===== src/rtl/masked_word_pattern_search_macros.svh =====
// Assertion macros shared by the masked word pattern search RTL.
// Expects signals named clk and rst_n in the including module.
`ifndef MASKED_WORD_PATTERN_SEARCH_MACROS_SVH
`define MASKED_WORD_PATTERN_SEARCH_MACROS_SVH

// Same-cycle implication, disabled while in reset.
`define MWPS_ASSERT_SAME(lbl, ante, cons, msg) \
  lbl: assert property (@(posedge clk) disable iff (!rst_n) (ante) |-> (cons)) \
    else $error(msg);

// Next-cycle implication, disabled while in reset.
`define MWPS_ASSERT_NEXT(lbl, ante, cons, msg) \
  lbl: assert property (@(posedge clk) disable iff (!rst_n) (ante) |=> (cons)) \
    else $error(msg);

`endif


===== src/rtl/mwps_pkg.sv =====
// Package for the masked word pattern search: sizes, command type, helpers.
// No dependencies; used by every RTL module of the block.
package mwps_pkg;

  localparam int PATTERN_WORDS = 32;
  localparam int POSITION_BITS = 16;
  localparam int WORD_BITS     = 32;
  localparam int CFG_BITS      = 6;
  localparam int SLOT_BITS     = 5;
  localparam int OP_BITS       = 2;
  localparam int POS_OUT_BITS  = 16;

  localparam int LEN_BITS  = $clog2(PATTERN_WORDS + 1);
  localparam int IDX_BITS  = (PATTERN_WORDS > 1) ? $clog2(PATTERN_WORDS) : 1;
  localparam int WSH_BITS  = $clog2(WORD_BITS);
  localparam int SH_BITS   = LEN_BITS + WSH_BITS;
  localparam int WIN_BITS  = PATTERN_WORDS * WORD_BITS;

  localparam int IN_DATA_BITS  = ((SLOT_BITS + 3 * WORD_BITS) + 7) / 8 * 8;
  localparam int OUT_DATA_BITS = ((2 + POS_OUT_BITS) + 7) / 8 * 8;

  localparam int QUEUE_DEPTH = 2;
  localparam int Q_PTR_BITS  = (QUEUE_DEPTH > 1) ? $clog2(QUEUE_DEPTH) : 1;
  localparam int Q_CNT_BITS  = $clog2(QUEUE_DEPTH + 1);

  typedef logic [WORD_BITS-1:0] word_t;

  typedef enum logic [OP_BITS-1:0] {
    OP_LOAD  = 2'd0,
    OP_SCAN  = 2'd1,
    OP_CLEAR = 2'd2,
    OP_NOP   = 2'd3
  } op_t;

  // Classified command handed from the front end to the back end.
  // For loads val already holds pattern & mask.
  typedef struct packed {
    op_t                 op;
    logic [IDX_BITS-1:0] slot;
    word_t               val;
    word_t               mask;
    logic                last;
  } cmd_t;

  // Length in use: zero acts as one, anything above the table depth as the depth.
  function automatic logic [LEN_BITS-1:0] clamp_len(input logic [CFG_BITS-1:0] v);
    logic [LEN_BITS-1:0] r;
    if (v == '0) begin
      r = LEN_BITS'(1);
    end else if (int'(v) > PATTERN_WORDS) begin
      r = LEN_BITS'(PATTERN_WORDS);
    end else begin
      r = LEN_BITS'(v);
    end
    return r;
  endfunction

endpackage


===== src/rtl/mwps_front.sv =====
// Front end: takes input transfers, decodes the operation, registers a command.
// Depends on mwps_pkg.
module mwps_front (
  input  logic                              clk,
  input  logic                              rst_n,
  input  logic                              in_tvalid,
  output logic                              in_tready,
  input  logic [mwps_pkg::IN_DATA_BITS-1:0] in_tdata,
  input  logic [mwps_pkg::OP_BITS-1:0]      in_tuser,
  input  logic                              in_tlast,
  input  logic                              q_ready,
  output logic                              q_push,
  output mwps_pkg::cmd_t                    q_cmd
);
  import mwps_pkg::*;

  logic                 dec_v_r, dec_v_nxt;
  cmd_t                 dec_r, dec_nxt;
  logic [SLOT_BITS-1:0] slot_f;
  word_t                pword_f, mword_f, dword_f;

  assign slot_f  = in_tdata[SLOT_BITS-1:0];
  assign pword_f = in_tdata[SLOT_BITS +: WORD_BITS];
  assign mword_f = in_tdata[SLOT_BITS + WORD_BITS +: WORD_BITS];
  assign dword_f = in_tdata[SLOT_BITS + 2 * WORD_BITS +: WORD_BITS];

  assign in_tready = !dec_v_r || q_ready;
  assign q_push    = dec_v_r && q_ready;
  assign q_cmd     = dec_r;

  always_comb begin
    dec_nxt.op   = OP_NOP;
    dec_nxt.slot = IDX_BITS'(slot_f);
    dec_nxt.val  = '0;
    dec_nxt.mask = '0;
    dec_nxt.last = 1'b0;
    unique case (op_t'(in_tuser))
      OP_LOAD: begin
        // slots beyond the table are dropped here
        if (int'(slot_f) < PATTERN_WORDS) begin
          dec_nxt.op   = OP_LOAD;
          dec_nxt.val  = pword_f & mword_f;
          dec_nxt.mask = mword_f;
        end
      end
      OP_SCAN: begin
        dec_nxt.op   = OP_SCAN;
        dec_nxt.val  = dword_f;
        dec_nxt.last = in_tlast;
      end
      OP_CLEAR: begin
        dec_nxt.op = OP_CLEAR;
      end
      default: begin
        dec_nxt.op = OP_NOP;
      end
    endcase
  end

  assign dec_v_nxt = in_tready ? in_tvalid : dec_v_r;

  always_ff @(posedge clk) begin
    if (!rst_n) begin
      dec_v_r <= 1'b0;
    end else begin
      dec_v_r <= dec_v_nxt;
    end
  end

  always_ff @(posedge clk) begin
    if (in_tvalid && in_tready) begin
      dec_r <= dec_nxt;
    end
  end

endmodule


===== config.mk =====
export PLATFORM = sky130hd
export DESIGN_NAME = mwps_front
export DESIGN_NICKNAME = d
export VERILOG_FILES = /design/src/rtl/masked_word_pattern_search_macros.svh /design/src/rtl/mwps_pkg.sv /design/src/rtl/mwps_front.sv
export SDC_FILE = /design/constraint.sdc
export NUM_CORES = 1
export LEC_CHECK = 0
export BUFFER_PORTS_ARGS = -buffer_cell sky130_fd_sc_hd__buf_2
export CORE_ASPECT_RATIO = 1.5
export CORE_MARGIN = 3
export CORE_UTILIZATION = 43
export CTS_BUF_LIST = sky130_fd_sc_hd__clkbuf_4
export DETAILED_ROUTE_END_ITERATION = 8
export MAX_ROUTING_LAYER = met4
export PLACE_DENSITY = 0.87
export SYNTH_ARGS = -nofsm -noshare
export SYNTH_HDL_FRONTEND = slang
export SYNTH_SLANG_ARGS = --single-unit

===== constraint.sdc =====
create_clock -name clk -period 3.5 [get_ports clk]
set_input_delay 0.7 -clock clk [delete_from_list [all_inputs] [get_ports clk]]
set_output_delay 0.7 -clock clk [all_outputs]
set_load 0.01 [all_outputs]

# Yosys cells after proc, flatten, opt, wreduce, memory -nomap -nowiden
# Index checks and enable logic that the tools add are counted.
[word_totals]
regBits = 73
out_inout_bits = 74
[classes]
eq_ne = 2
mux = 2
bitwise = 1
reduce_logical = 5
[ops]
columns = ["cell", "count"]
rows = [
  ["$pmux W32 S2", 1],
  ["$and A32 B32 Y32", 1],
  ["$pmux W2 S3", 1],
  ["$eq A2 B1 Y1 const B", 1],
  ["$eq A2 B2 Y1 const B", 1],
  ["$logic_and A1 B1 Y1", 2],
  ["$logic_not A2 Y1", 1],
  ["$logic_not A1 Y1", 1],
  ["$logic_or A1 B1 Y1", 1],
]

# Depth between registers and ports, before layout
[depth]
word_depth = 3
ltp_mapped = 4
depth_no_buf = 2

# Worst setup path after synthesis
# OpenSTA, ideal clock, no wires.
[synth_path]
kind = "input to register"
from = "in q_ready"
to = "reg dec_r (netlist bit q_cmd[0]) (enable)"
setup_ns = 0.438
t_arrival_ns = 2.594
required_ns = 3.062
path_slack_ns = 0.468
cell_stages = 2
path_buffers = 0
path_cell_list = "nand2b_1 -> and2_1"
[synth_via]
elab_chain_len = 2
[synth_rtl]
columns = ["item", "line", "rtl"]
rows = [
  ["start, declared", "mwps_front.sv:11", "input logic q_ready,"],
  ["$logic_or A1 B1 Y1", "mwps_front.sv:27", "assign in_tready = !dec_v_r || q_ready;"],
  ["$logic_and A1 B1 Y1", "mwps_front.sv:71", "if (in_tvalid && in_tready) begin"],
  ["end signal, assigned", "mwps_front.sv:72", "dec_r <= dec_nxt;"],
  ["end, declared", "mwps_front.sv:18", "cmd_t dec_r, dec_nxt;"],
]
# Every way passes these cells.
# A chain may end at the register's enable or synchronous reset.

==> metrics.md <==
| Metric | Value |
|---|---|
| Drt wl/cell | 16.6 um |
| Fraction of final layout cells sized beyond drive strength 1 | 58.3% |
| Count of final max-slew check failures | 0 |
| Required arrival time at the worst endpoint | 3.74 ns |
| Worst reg2reg setup slack | 1.91 ns |
| Maximum clock frequency | 540 MHz |
| Final sum of negative setup slack | 0 ns |
| Largest stage delay on the critical path | 0.70 ns |
| Number of setup buffers added after CTS | 0 |
| Starting Density | 45.3% |
| Path type of the worst min-delay path | input pin to flip-flop |
| Net count after synthesis | 268 |
| Fill count | 486 |
| Post-cts hold buffer count | 0 |
| Number of rows in the core area | 35 |
| Via count of the first global-routing pass | 2166 |
| Starting DRC count in detailed routing | 142 |
| Peak fanout along the critical path | 47 |
| Slew at the pin with the worst max-slew slack | 0.907 ns |
| Buffer cell driving the clock tree root | clkbuf_4 |
| Number of iterations in the first detailed-routing pass | 4 |
| Period Utilization, post-route | 52.9% |
| Crit path time final | 1.85 ns |
| Category of cells accounting for the largest share of critical-path delay | simple AND/OR/NAND/NOR gates |
| Most frequent cells in the layout | 181 x buf_2, 72 x edfxtp_1, 34 x and2_1, 32 x a32o_1, 11 x clkbuf_4 |
| Netlist area before placement | 2860 sq um |
| Element type at the critical path start | input pin |
| Number of buffers on the longest clock path | 2 |
| Global-route total usage across every layer | 18.8% |
| Largest net degree at the start of global routing | 73 |
| Unrepaired setup endpoints after global routing | no |
| Clock transition at the registers of the reported paths | 0.12 ns |
| Die outline height | 106 um |
| TritonCTS Buffers | 9 |
| # DRC | 0 |
| H-tree lvl count | 3 |
| Arrival time worst endpoint | 2.10 ns |
| CTS tree | built |
| Worst-path cell chain | buf_2 -> nor2_4 -> buf_4 -> a32o_1 |
| Worst reg2reg path depth | 2 |
| Rel. slew slack | 39.6% |
| Total vias in the final route | 2132 |
| # setup viols final | 0 |
| Path length in cells of the critical path | 4 |
| Reported leakage power | 1.74 nW |
| Yosys warns | 0 |
| Global-route congestion overflow total | 0 |
| Boundary pin count | 185 |
| Share of the core filled with cells | 62.3% |
| Clock skew | 0.0145 ns |
| Worst setup path endpoint | q_cmd[50]$_DFFE_PP_ |
| Global-route wire length before repair | 10.4 mm |
| Worst Path Class, Setup | input pin to flip-flop |
| Die width | 72.6 um |
| Antenna cells | 0 |
| Post-Syn Instances | 157 |
| Crit path max-delay cell type | nor2_4 |
| Seq/Total Area, Yosys | 76.4% |
| Number of library cell types mapped by synthesis | 15 |
| Fin. Hold Viols | 0 |
| Later-pin clock latency in the skew report | 0.39 ns |
| Start point of the critical path | in_tuser[1] |
| Die outline area | 7680 sq um |
| Outcome | completed |
| CP Buf/Inv Count | 2 |
| Total Wirelength | 6.93 mm |
| Placeable core region | 6310 sq um |
| Routability-driven placement congestion ratio | 0.771 |
| Number of resized instances in the post-cts repair step | 0 |
| Worst IR drop on VDD | 0.000274 V |
| Kind of capture point of the worst setup path | flip-flop |
| Endpoint of the most critical register-to-register path | q_cmd[12]$_SDFFCE_PP0P_ |
| Area added between synthesis and finish | 37.4% |
| Total number of clock tree sinks | 73 |
| Count of port buffers added during placement | 181 |
| Max_cap viols | 0 |
| Power per Cell Area | 467 nW/um^2 |
| Leading cell type in the layout, fill and taps excluded | buf_2 |
| Post-route ant nets | 0 |
| Number of nets in the finished design | 450 |
| Number of antenna violations at the first check in global routing | 0 |
| Flip-flop and latch count after synthesis | 73 |
| Via density | 5.11 |
| Mean post-synth cell area | 18.2 sq um |
| Worst r2r src | dec_v_r$_SDFFE_PN0P_ |
==> registers in the layout, summed over array words and instances, names as in the netlist <==
signal,count
dec_v_r,1
q_cmd,72
==> layout make-up <==
class	count	area (sq um)	share of cell area, %
tap	74	92.6	2.36
clock buffer	11	82.6	2.10
multi-input combinational	71	576	14.7
timing repair buffer	183	921	23.5
sequential	73	2180	55.6
inverter	1	3.75	0.0956
clock inverter	4	68.8	1.75
==> worst reg2reg max path: cells and delay by family, from the launching register on <==
family	cells	cell delay, ns
flip-flops	1	0.33
AND/OR/NAND/NOR	2	0.85
==> stage by stage <==
stage                     setup slack (ns)  power, mW  hold WS, ns  cells  area (sq um)
after floorplan                      0.468       1.16        0.561    157          2860
after global placement                1.27       1.28        0.511    402          3770
after detailed placement              1.25       1.29        0.537    402          3770
after CTS                             1.68       1.86        0.437    417          3930
after global routing                  1.55       1.92        0.422    417          3930
final                                 1.65       1.83        0.462    417          3930
==> how the worst min path moves through the flow <==
stage                               startpoint  slack, ns              endpoint  cells past startpoint
after floorplan           dec_v_r$_SDFFE_PN0P_       0.56  dec_v_r$_SDFFE_PN0P_                      2
after global placement    dec_v_r$_SDFFE_PN0P_       0.51  dec_v_r$_SDFFE_PN0P_                      2
after detailed placement  dec_v_r$_SDFFE_PN0P_       0.54  dec_v_r$_SDFFE_PN0P_                      2
after CTS                          in_tdata[0]       0.44   q_cmd[65]$_DFFE_PP_                      1
after global routing               in_tdata[0]       0.42   q_cmd[65]$_DFFE_PP_                      1
final                              in_tdata[0]       0.46   q_cmd[65]$_DFFE_PP_                      1
==> Yosys cell counts <==
master    count  area share [%]
and2_1       35             7.7
inv_1         1            0.13
nand2b_1      1            0.22
nor2_4        1            0.39
clkbuf_2      3            0.53
a32o_1       32              11
a21boi_0      1            0.26
buf_8         3             1.6
edfxtp_1     72              76
clkbuf_1      2            0.26
dfxtp_1       1            0.70
nor2b_2       1            0.31
buf_2         1            0.17
buf_6         1            0.39
buf_4         2            0.53
==> power breakdown <==
part	internal [mW]	switching, mW	leakage, nW
logic	0.105	0.121	0.927
clock network	0.300	0.269	0.0844
registers	1.03	0.0136	0.725
total	1.43	0.404	1.74
==> layer usage <==
metal,global-route usage [%],up-vias,part of all wire (%)
li1,-,999,-
met2,33.2,128,55
met3,4.48,12,7.8
met1,19.4,993,35
met4,7.52,0,1.8
met5,-,-,0
==> logic make-up after synthesis <==
logic type | share of synthesized area [%]
buffers and inverters | 3.59
DFF | 76.4
AOI/OAI and AO/OA | 11.5
and+or+nand+nor | 8.58
(Power assumes the default switching activity.)
