==> src/rtl/masked_word_pattern_search_macros.svh <==
// Assertion macros shared by the masked word pattern search RTL.
// Expects signals named clk and rst_n in the including module.
`ifndef MASKED_WORD_PATTERN_SEARCH_MACROS_SVH
`define MASKED_WORD_PATTERN_SEARCH_MACROS_SVH

// Same-cycle implication, disabled while in reset.
`define MWPS_ASSERT_SAME(lbl, ante, cons, msg) \
  lbl: assert property (@(posedge clk) disable iff (!rst_n) (ante) |-> (cons)) \
    else $error(msg);

// Next-cycle implication, disabled while in reset.
`define MWPS_ASSERT_NEXT(lbl, ante, cons, msg) \
  lbl: assert property (@(posedge clk) disable iff (!rst_n) (ante) |=> (cons)) \
    else $error(msg);

`endif

==> src/rtl/mwps_pkg.sv <==
// Package for the masked word pattern search: sizes, command type, helpers.
// No dependencies; used by every RTL module of the block.
package mwps_pkg;

  localparam int PATTERN_WORDS = 32;
  localparam int POSITION_BITS = 16;
  localparam int WORD_BITS     = 32;
  localparam int CFG_BITS      = 6;
  localparam int SLOT_BITS     = 5;
  localparam int OP_BITS       = 2;
  localparam int POS_OUT_BITS  = 16;

  localparam int LEN_BITS  = $clog2(PATTERN_WORDS + 1);
  localparam int IDX_BITS  = (PATTERN_WORDS > 1) ? $clog2(PATTERN_WORDS) : 1;
  localparam int WSH_BITS  = $clog2(WORD_BITS);
  localparam int SH_BITS   = LEN_BITS + WSH_BITS;
  localparam int WIN_BITS  = PATTERN_WORDS * WORD_BITS;

  localparam int IN_DATA_BITS  = ((SLOT_BITS + 3 * WORD_BITS) + 7) / 8 * 8;
  localparam int OUT_DATA_BITS = ((2 + POS_OUT_BITS) + 7) / 8 * 8;

  localparam int QUEUE_DEPTH = 2;
  localparam int Q_PTR_BITS  = (QUEUE_DEPTH > 1) ? $clog2(QUEUE_DEPTH) : 1;
  localparam int Q_CNT_BITS  = $clog2(QUEUE_DEPTH + 1);

  typedef logic [WORD_BITS-1:0] word_t;

  typedef enum logic [OP_BITS-1:0] {
    OP_LOAD  = 2'd0,
    OP_SCAN  = 2'd1,
    OP_CLEAR = 2'd2,
    OP_NOP   = 2'd3
  } op_t;

  // Classified command handed from the front end to the back end.
  // For loads val already holds pattern & mask.
  typedef struct packed {
    op_t                 op;
    logic [IDX_BITS-1:0] slot;
    word_t               val;
    word_t               mask;
    logic                last;
  } cmd_t;

  // Length in use: zero acts as one, anything above the table depth as the depth.
  function automatic logic [LEN_BITS-1:0] clamp_len(input logic [CFG_BITS-1:0] v);
    logic [LEN_BITS-1:0] r;
    if (v == '0) begin
      r = LEN_BITS'(1);
    end else if (int'(v) > PATTERN_WORDS) begin
      r = LEN_BITS'(PATTERN_WORDS);
    end else begin
      r = LEN_BITS'(v);
    end
    return r;
  endfunction

endpackage

==> src/rtl/mwps_queue.sv <==
// Short command queue between front and back ends.
// Depends on mwps_pkg.
module mwps_queue (
  input  logic           clk,
  input  logic           rst_n,
  input  logic           push,
  input  mwps_pkg::cmd_t push_cmd,
  output logic           push_ready,
  input  logic           pop,
  output logic           pop_valid,
  output mwps_pkg::cmd_t pop_cmd
);
  import mwps_pkg::*;

  cmd_t                  mem_r [QUEUE_DEPTH];
  logic [Q_PTR_BITS-1:0] wr_ptr_r, wr_ptr_nxt;
  logic [Q_PTR_BITS-1:0] rd_ptr_r, rd_ptr_nxt;
  logic [Q_CNT_BITS-1:0] count_r, count_nxt;

  assign push_ready = (count_r != Q_CNT_BITS'(QUEUE_DEPTH));
  assign pop_valid  = (count_r != '0);
  assign pop_cmd    = mem_r[rd_ptr_r];

  always_comb begin
    wr_ptr_nxt = wr_ptr_r;
    rd_ptr_nxt = rd_ptr_r;
    count_nxt  = count_r;
    if (push) begin
      wr_ptr_nxt = (wr_ptr_r == Q_PTR_BITS'(QUEUE_DEPTH - 1)) ? '0 : wr_ptr_r + 1'b1;
    end
    if (pop) begin
      rd_ptr_nxt = (rd_ptr_r == Q_PTR_BITS'(QUEUE_DEPTH - 1)) ? '0 : rd_ptr_r + 1'b1;
    end
    if (push && !pop) begin
      count_nxt = count_r + 1'b1;
    end else if (pop && !push) begin
      count_nxt = count_r - 1'b1;
    end
  end

  always_ff @(posedge clk) begin
    if (!rst_n) begin
      wr_ptr_r <= '0;
      rd_ptr_r <= '0;
      count_r  <= '0;
    end else begin
      wr_ptr_r <= wr_ptr_nxt;
      rd_ptr_r <= rd_ptr_nxt;
      count_r  <= count_nxt;
    end
  end

  always_ff @(posedge clk) begin
    if (push) begin
      mem_r[wr_ptr_r] <= push_cmd;
    end
  end

endmodule

==> config.mk <==
export PLATFORM = sky130hd
export DESIGN_NAME = mwps_queue
export DESIGN_NICKNAME = d
export VERILOG_FILES = /design/src/rtl/masked_word_pattern_search_macros.svh /design/src/rtl/mwps_pkg.sv /design/src/rtl/mwps_queue.sv
export SDC_FILE = /design/constraint.sdc
export NUM_CORES = 1
export LEC_CHECK = 0
export ABC_AREA = 1
export BUFFER_PORTS_ARGS = -buffer_cell sky130_fd_sc_hd__buf_2
export CORE_MARGIN = 4
export CORE_UTILIZATION = 32
export DETAILED_ROUTE_END_ITERATION = 8
export PLACE_DENSITY = 0.6
export REMOVE_ABC_BUFFERS = 1
export SYNTH_ARGS = -nofsm -noshare
export SYNTH_HDL_FRONTEND = slang
export SYNTH_SLANG_ARGS = --single-unit
==> constraint.sdc <==
create_clock -name clk -period 7.5 [get_ports clk]
set_clock_uncertainty 0.15 [all_clocks]
set_input_delay 0.75 -clock clk [delete_from_list [all_inputs] [get_ports clk]]
set_output_delay 0.75 -clock clk [all_outputs]
set_load 0.1 [all_outputs]
; ---- Yosys cells after proc, flatten, opt, wreduce, memory -nomap -nowiden
; Memories as Yosys holds them, arrays and structs flattened. A register that Yosys moved wholly into a read port is not among the register bits.
; Index checks and enable logic that the tools add are counted.
[totals]
register_bits = 4
latchBits = 0
ramBits = 144
romBits = 0
input_bits = 76
output_inout_bits = 74
elab_cells = 23
n_memories = 1
[classes]
add_sub_neg = 4
mul = 0
div_mod_pow = 0
order_cmp = 0
eq_ne = 1
n_shift = 0
n_mux = 8
n_bitwise = 0
n_reduce_logical = 6
[mem_list]
columns = name, depth, word_bits, rd, rd_ports_with_merged_regs, write_ports, line_no
row1 = mem_r, 2, 72, 1, 1, 1, mwps_queue.sv:15  ; cmd_t mem_r [QUEUE_DEPTH];
[ops]
columns = op, n
row1 = $mux 1, 6
row2 = $mux 2, 2
row3 = $reduce_bool 2->1, 2
row4 = $add 1x1->1 const B, 2
row5 = $add 2x1->2 const B, 1
row6 = $logic_and 1x1->1, 2
row7 = $logic_not 1->1, 2
row8 = $ne 2x2->1 const B, 1
row9 = $sub 2x1->2 const B, 1

; ---- Depth between registers and ports, before layout
; Gate-level depths: netlist of run 1.
[logic_depth]
word_depth = 4
depth_mapped = 8
mapped_depth_nobuf = 8

; ---- Worst setup path after synthesis of run 1
; Ideal clock, no wire load.
[synth_timing]
kind = input to register
startpoint = input port push
endpoint = memory mem_r[0][0] (netlist bit), enable pin
arrival_time_ps = 3808
required_ps = 6846
setup_slack_ps = 3038
cell_stages = 2
n_path_buf = 0
cell_sequence = inv_1 -> nor2_1
[synth_via]
elab_chain_cells = 2
[synth_lines]
columns = item, line_no
row1 = start: declaration, mwps_queue.sv:6  ; input logic push,
row2 = $mux 1, mwps_queue.sv:54  ; if (push) begin
row3 = $mux 1 (not written as such), mwps_queue.sv:55  ; mem_r[wr_ptr_r] <= push_cmd;
row4 = end: declaration, mwps_queue.sv:15
; No other way between the ends.

==> flow_summary_export.csv, run 1 <==
group,metric,value,unit
global_route,track_usage,0.1076,
routing,drtAntennaViolNets,0,
synth,ys_types,14,
final_layout,drive_gt1_frac,0.5917,
place,numPortBuffers,149,
global_route,grt_max_degree,61,
timing,max_slew_margin,0.4325,
synth,synthTopCellsByArea,"edfxtp_1 75%, mux2_4 18%, buf_12 2.4%",
timing,drv_slew,0,
global_route,grt_pass1_vias,3171,
global_route,grt_antenna_before_repair,0,
global_route,grt_overflow,0,
final_layout,final_util,0.4188,
place,place_ws,4.295,ns
routing,wl,10670,um
setup_path,critPathMaxFanout,43,
setup_path,cp-start-kind,"register",
clocking,ctsHoldBuffers,0,
clocking,clockBufferDepth,2,
setup_path,worstPathArrival,2.66,ns
final_layout,syn2layout_area_growth,26.71,%
place,gp_congestion,0.6668,
setup_path,cp.required,6.60,ns
synth,synth_top_area_share,0.7485,
clocking,cts_buffers,17,
synth,yosys.area_share.adder,0.002166,
clocking,post_cts_buffers,0,
floorplan,ios,150,
setup_path,cp-end-kind,"output pin",
floorplan,die_h,142.4,um
timing,holdWs,0.3670,ns
final_layout,fillCellCount,1589,
timing,fin_crit_sh,0.4752,
floorplan,initial_core_util,0.3305,
final_layout,nets,500,
routing,dr.first_iter.drc_count,113,
hold_path,hold_class,"register to register",
synth,ys_ff_latch,149,
routing,via_count,2848,
timing,finalSetupViolCount,0,
power,power.leakage,2.931,nW
synth,synth.mux.area_fraction,0.1858,
synth,yosys.area.top_type,"edfxtp_1",
final_layout,final_common_cell,"buf_2",
timing,hold_violations,0,
final_layout,mostFrequentLayoutCells,"149 x buf_2, 144 x edfxtp_1, 70 x mux2_4",
clocking,clockRootBuffer,"clkbuf_16",
timing,rsz0062_at_grt,"false",
floorplan,die-area,20270,um2
power,vdd_drop_max,0.0001453,V
routing,drc_errors,0,
floorplan,placementRows,48,
setup_path,worst-setup-path-type,"register to output pin",
power,power_density,313.1,nW/um2
floorplan,core,17480,um2
global_route,grt_pass1_wl,16390,um
place,dp_cells,629,
synth,syn_area_per_cell,22.30,um2
routing,post_drt_via_cell_ratio,4.302,
clocking,clk_pin_slew,0.06,ns
timing,period_minus_slack,3.564,ns
place,hpwl,7122,um
clocking,cts_tree,"done",
timing,setup_tns,0,ns
synth,syn_area,5777,um2
synth,synth_top_family_by_area,"multiplexers",
synth,synth-simple-area-share,0.01300,
clocking,clk_latency,0.41,ns
synth,synthXorXnorAreaFrac,0,
synth,synth_compound_area_frac,0.001733,
flow_run,maxCapViolCount,0,
clocking,cts_resized,0,
clocking,h-tree-depth,4,
status,status,"finished clean",
synth,yosysSeqAreaShare,0.7659,
final_layout,stdcell_count,662,
timing,fmax,280.6,MHz
timing,timing.final.ws_setup,3.936,ns
routing,wl_per_cell,16.12,um
timing,tightest_slew,0.8513,ns
clocking,clock_sinks,149,
synth,synth_warnings,0,
routing,firstDrtPassIters,4,
synth,netlist_instances,259,
floorplan,fp.dieW,142.4,um
## area by class of cell
type | count | area, um2 | share of cell area
Antenna cell | 1 | 2.502 | 0.0003419
Clock buffer | 24 | 501.7 | 0.06855
Clock inverter | 8 | 120.1 | 0.01641
Inverter | 8 | 31.28 | 0.004274
Multi-Input combinational cell | 94 | 1179 | 0.1610
Sequential cell | 149 | 4428 | 0.6050
Tap cell | 225 | 281.5 | 0.03846
Timing Repair Buffer | 153 | 775.7 | 0.1060
## stage by stage
| step | instance area (um2) | power, mW |
|---|---|---|
| after floorplan | 5625 | 1.372 |
| after global placement | 6695 | 1.435 |
| after detailed placement | 6695 | 1.441 |
| after CTS | 7317 | 2.327 |
| after global routing | 7317 | 2.382 |
| final | 7320 | 2.292 |
## synth_stat cells
cell type  number
a21oi_1         1
ha_1            1
buf_6           1
mux2_2          2
inv_1           8
nand4_1         1
nor2_1          7
mux2_4         70
o21ai_0         1
edfxtp_1      144
nand3_1         1
nand2_1        10
dfxtp_1         5
buf_12          7
## per-layer routing
layer	share of wire	track usage	wire length, um
met5	0	0	0
met4	0.013	0.04102	139
met3	0.072	0.04637	771
met2	0.50	0.1806	5292
met1	0.42	0.1220	4467
## worst paths after layout
path / startpoint / slack [ns] / cells after the start / to
worst max-delay path: register / 3.94 / 3 / pop_cmd[63]
worst min-delay path: rd_ptr_r$_SDFFE_PN0P_ / 0.37 / 2 / rd_ptr_r$_SDFFE_PN0P_
worst max register to register: wr_ptr_r$_SDFFE_PN0P_ / 5.51 / 3 / mem_r[1][61]$_DFFE_PP_
worst min register to register: rd_ptr_r$_SDFFE_PN0P_ / 0.37 / 2 / rd_ptr_r$_SDFFE_PN0P_
## logic make-up (layout without fill, tap and decap cells)
family,count (synthesis),after routing
AND/OR/NAND/NOR,19,19
AO/OA/AOI/OAI,2,2
flip-flops,149,149
buffers and inverters,16,193
adder cells (fa/ha/maj),1,1
multiplexers,72,72
other,0,1
## flip-flops by register name, indices dropped and copies added (netlist names), named ones only
register	cells
count_r	2
mem_r	144
wr_ptr_r	1
rd_ptr_r	1
## worst max-delay path, cell delays in order (launching register included)
cell and delay, ns:
dfxtp_4 0.71, buf_4 0.77, mux2_4 0.29, buf_2 0.43
## power breakdown
part / leakage, nW / internal (mW) / switching [mW] / total (mW)
clock: 0.302 / 0.566 / 0.308 / 0.874
sequential: 1.39 / 0.963 / 0.0172 / 0.981
combinational: 1.23 / 0.0969 / 0.341 / 0.438
total: 2.93 / 1.63 / 0.666 / 2.29
Note: power is estimated with default switching activity, not from simulation.
==> run 2: changes to the inputs <==
==> constraint.sdc (replaced) <==
create_clock -name clk -period 3.45 [get_ports clk]
set_clock_uncertainty 0.15 [all_clocks]
set_input_delay 0.345 -clock clk [delete_from_list [all_inputs] [get_ports clk]]
set_output_delay 0.345 -clock clk [all_outputs]
set_load 0.1 [all_outputs]
==> flow_summary_export.csv, run 2 (synthesis results as in run 1) <==
group,metric,value,unit
status,status,"finished clean",
setup_path,cp-start-kind,"register",
global_route,grt_pass1_wl,17670,um
final_layout,final_util,0.4644,
timing,setup_tns,0,ns
setup_path,worstPathArrival,2.18,ns
routing,firstDrtPassIters,4,
floorplan,placementRows,48,
global_route,track_usage,0.1146,
clocking,clock_sinks,149,
power,power_density,639.8,nW/um2
place,place_ws,1.176,ns
setup_path,crit_slowest_cell,"dfxtp_4",
floorplan,die-area,20270,um2
floorplan,ios,150,
timing,tightest_slew,0.8404,ns
flow_run,maxCapViolCount,0,
setup_path,cp_cell_sequence,"buf_4 > mux2_4 > buf_2",
timing,hold_violations,0,
routing,drtAntennaViolNets,0,
clocking,cts_tree,"done",
clocking,h-tree-depth,4,
clocking,post_cts_buffers,0,
global_route,grt_pass1_vias,3474,
routing,wl_per_cell,15.41,um
power,vdd_drop_max,0.0003219,V
floorplan,initial_core_util,0.3305,
clocking,cts_resized,0,
final_layout,drive_gt1_frac,0.5078,
timing,holdWs,0.05502,ns
setup_path,worst-setup-path-type,"register to output pin",
final_layout,regMostFlops,"mem_r",
global_route,grt_max_degree,59,
routing,post_drt_via_cell_ratio,4.248,
global_route,grt_antenna_before_repair,0,
final_layout,largest_reg_flops,144,
final_layout,syn2layout_area_growth,40.50,%
setup_path,critPathMaxFanout,34,
clocking,cts_buffers,17,
routing,dr.first_iter.drc_count,86,
clocking,clockRootBuffer,"clkbuf_16",
routing,drc_errors,0,
timing,fmax,373.3,MHz
final_layout,nets,574,
timing,drv_slew,0,
setup_path,cp.required,2.95,ns
routing,wl_met2,5674,um
place,hpwl,7269,um
clocking,clk_pin_slew,0.06,ns
routing,wl_met3,791,um
routing,via_count,3122,
final_layout,final_common_cell,"buf_2",
routing,wl,11330,um
clocking,clockBufferDepth,2,
timing,finalSetupViolCount,0,
routing,highest_layer,"met4",
timing,period_minus_slack,2.679,ns
final_layout,mostFrequentLayoutCells,"149 x buf_2, 144 x edfxtp_1, 72 x dlygate4sd3_1",
final_layout,reg_top3,"mem_r x144, count_r x2",
setup_path,cp-end-kind,"output pin",
timing,timing.final.ws_setup,0.7714,ns
power,power.leakage,3.267,nW
final_layout,fillCellCount,1502,
place,gp_congestion,0.6977,
floorplan,die_h,142.4,um
floorplan,fp.dieW,142.4,um
clocking,clk_latency,0.40,ns
timing,rsz0062_at_grt,"false",
hold_path,hold_class,"input pin to register",
floorplan,core,17480,um2
timing,fin_crit_sh,0.7764,
global_route,grt_overflow,0,
setup_path,cpPeakStageDelay,0.79,ns
setup_path,r2r_slack,1.44,ns
place,numPortBuffers,149,
routing,drt-met1-wl,4773,um
timing,max_slew_margin,0.4391,
final_layout,antenna_cells,0,
## run 2: changes by cell type in the layout (fill, tap and decap cells not counted)
cell           delta
clkbuf_1          -1
diode_2           -1
dlygate4sd3_1    +72
clkbuf_8          -5
clkinv_4          +2
clkinv_1          +2
bufinv_16         +3
clkinvlp_4        -1
buf_12            +2
inv_6             +1
clkinv_2          -1
## run 2: final cells by class
type                       instances  area (um2)  share of cell area
tap                              225       281.5             0.03468
sequential                       149        4428              0.5456
timing repair buffer             227        1536              0.1893
multi-input combinational         94        1179              0.1452
clock buffer                      18       429.2             0.05288
clock inverter                    14       231.5             0.02852
inverter                           8       31.28            0.003854
## run 2: routing by layer
layer	vias up	GRT usage
li1	1482	-
met1	1528	0.1319
met2	103	0.1993
met3	9	0.04099
met4	0	0.03802
met5	-	0
## run 2: final timing paths
kind              cells past startpoint             startpoint                endpoint
setup / recovery                      3               register             pop_cmd[25]
hold / removal                        3                  rst_n   wr_ptr_r$_SDFFE_PN0P_
setup reg to reg                      3  wr_ptr_r$_SDFFE_PN0P_  mem_r[1][71]$_DFFE_PP_
hold reg to reg                       2  rd_ptr_r$_SDFFE_PN0P_   rd_ptr_r$_SDFFE_PN0P_
## run 2: report_power, final
part | leakage (nW) | switching [mW] | total, mW | internal, mW
registers | 1.39 | 0.0408 | 2.13 | 2.09
logic | 1.55 | 0.752 | 1.02 | 0.269
clock network | 0.319 | 0.685 | 2.04 | 1.35
total | 3.27 | 1.48 | 5.19 | 3.72
## run 2: stage by stage
step | total power [mW] | cell area [um2] | cells
finish | 5.193 | 8117 | 735
global route | 5.400 | 8117 | 735
CTS | 5.270 | 8117 | 735
detailed placement | 3.140 | 6735 | 631
global placement | 3.125 | 6735 | 631
floorplan | 2.983 | 5625 | 251
## run 2: critical path: cells and delay by family (launching register included)
kind / cells / cell delay, ns
DFF: 1 / 0.79
buffers and inverters: 2 / 0.63
muxes: 1 / 0.32
## run 2: what timing repair did
item | 4_1_cts | 5_1_grt
hold endpoints to repair | 144 | 0
setup endpoints to repair | 0 | 0
hold buffers | 72 | 0
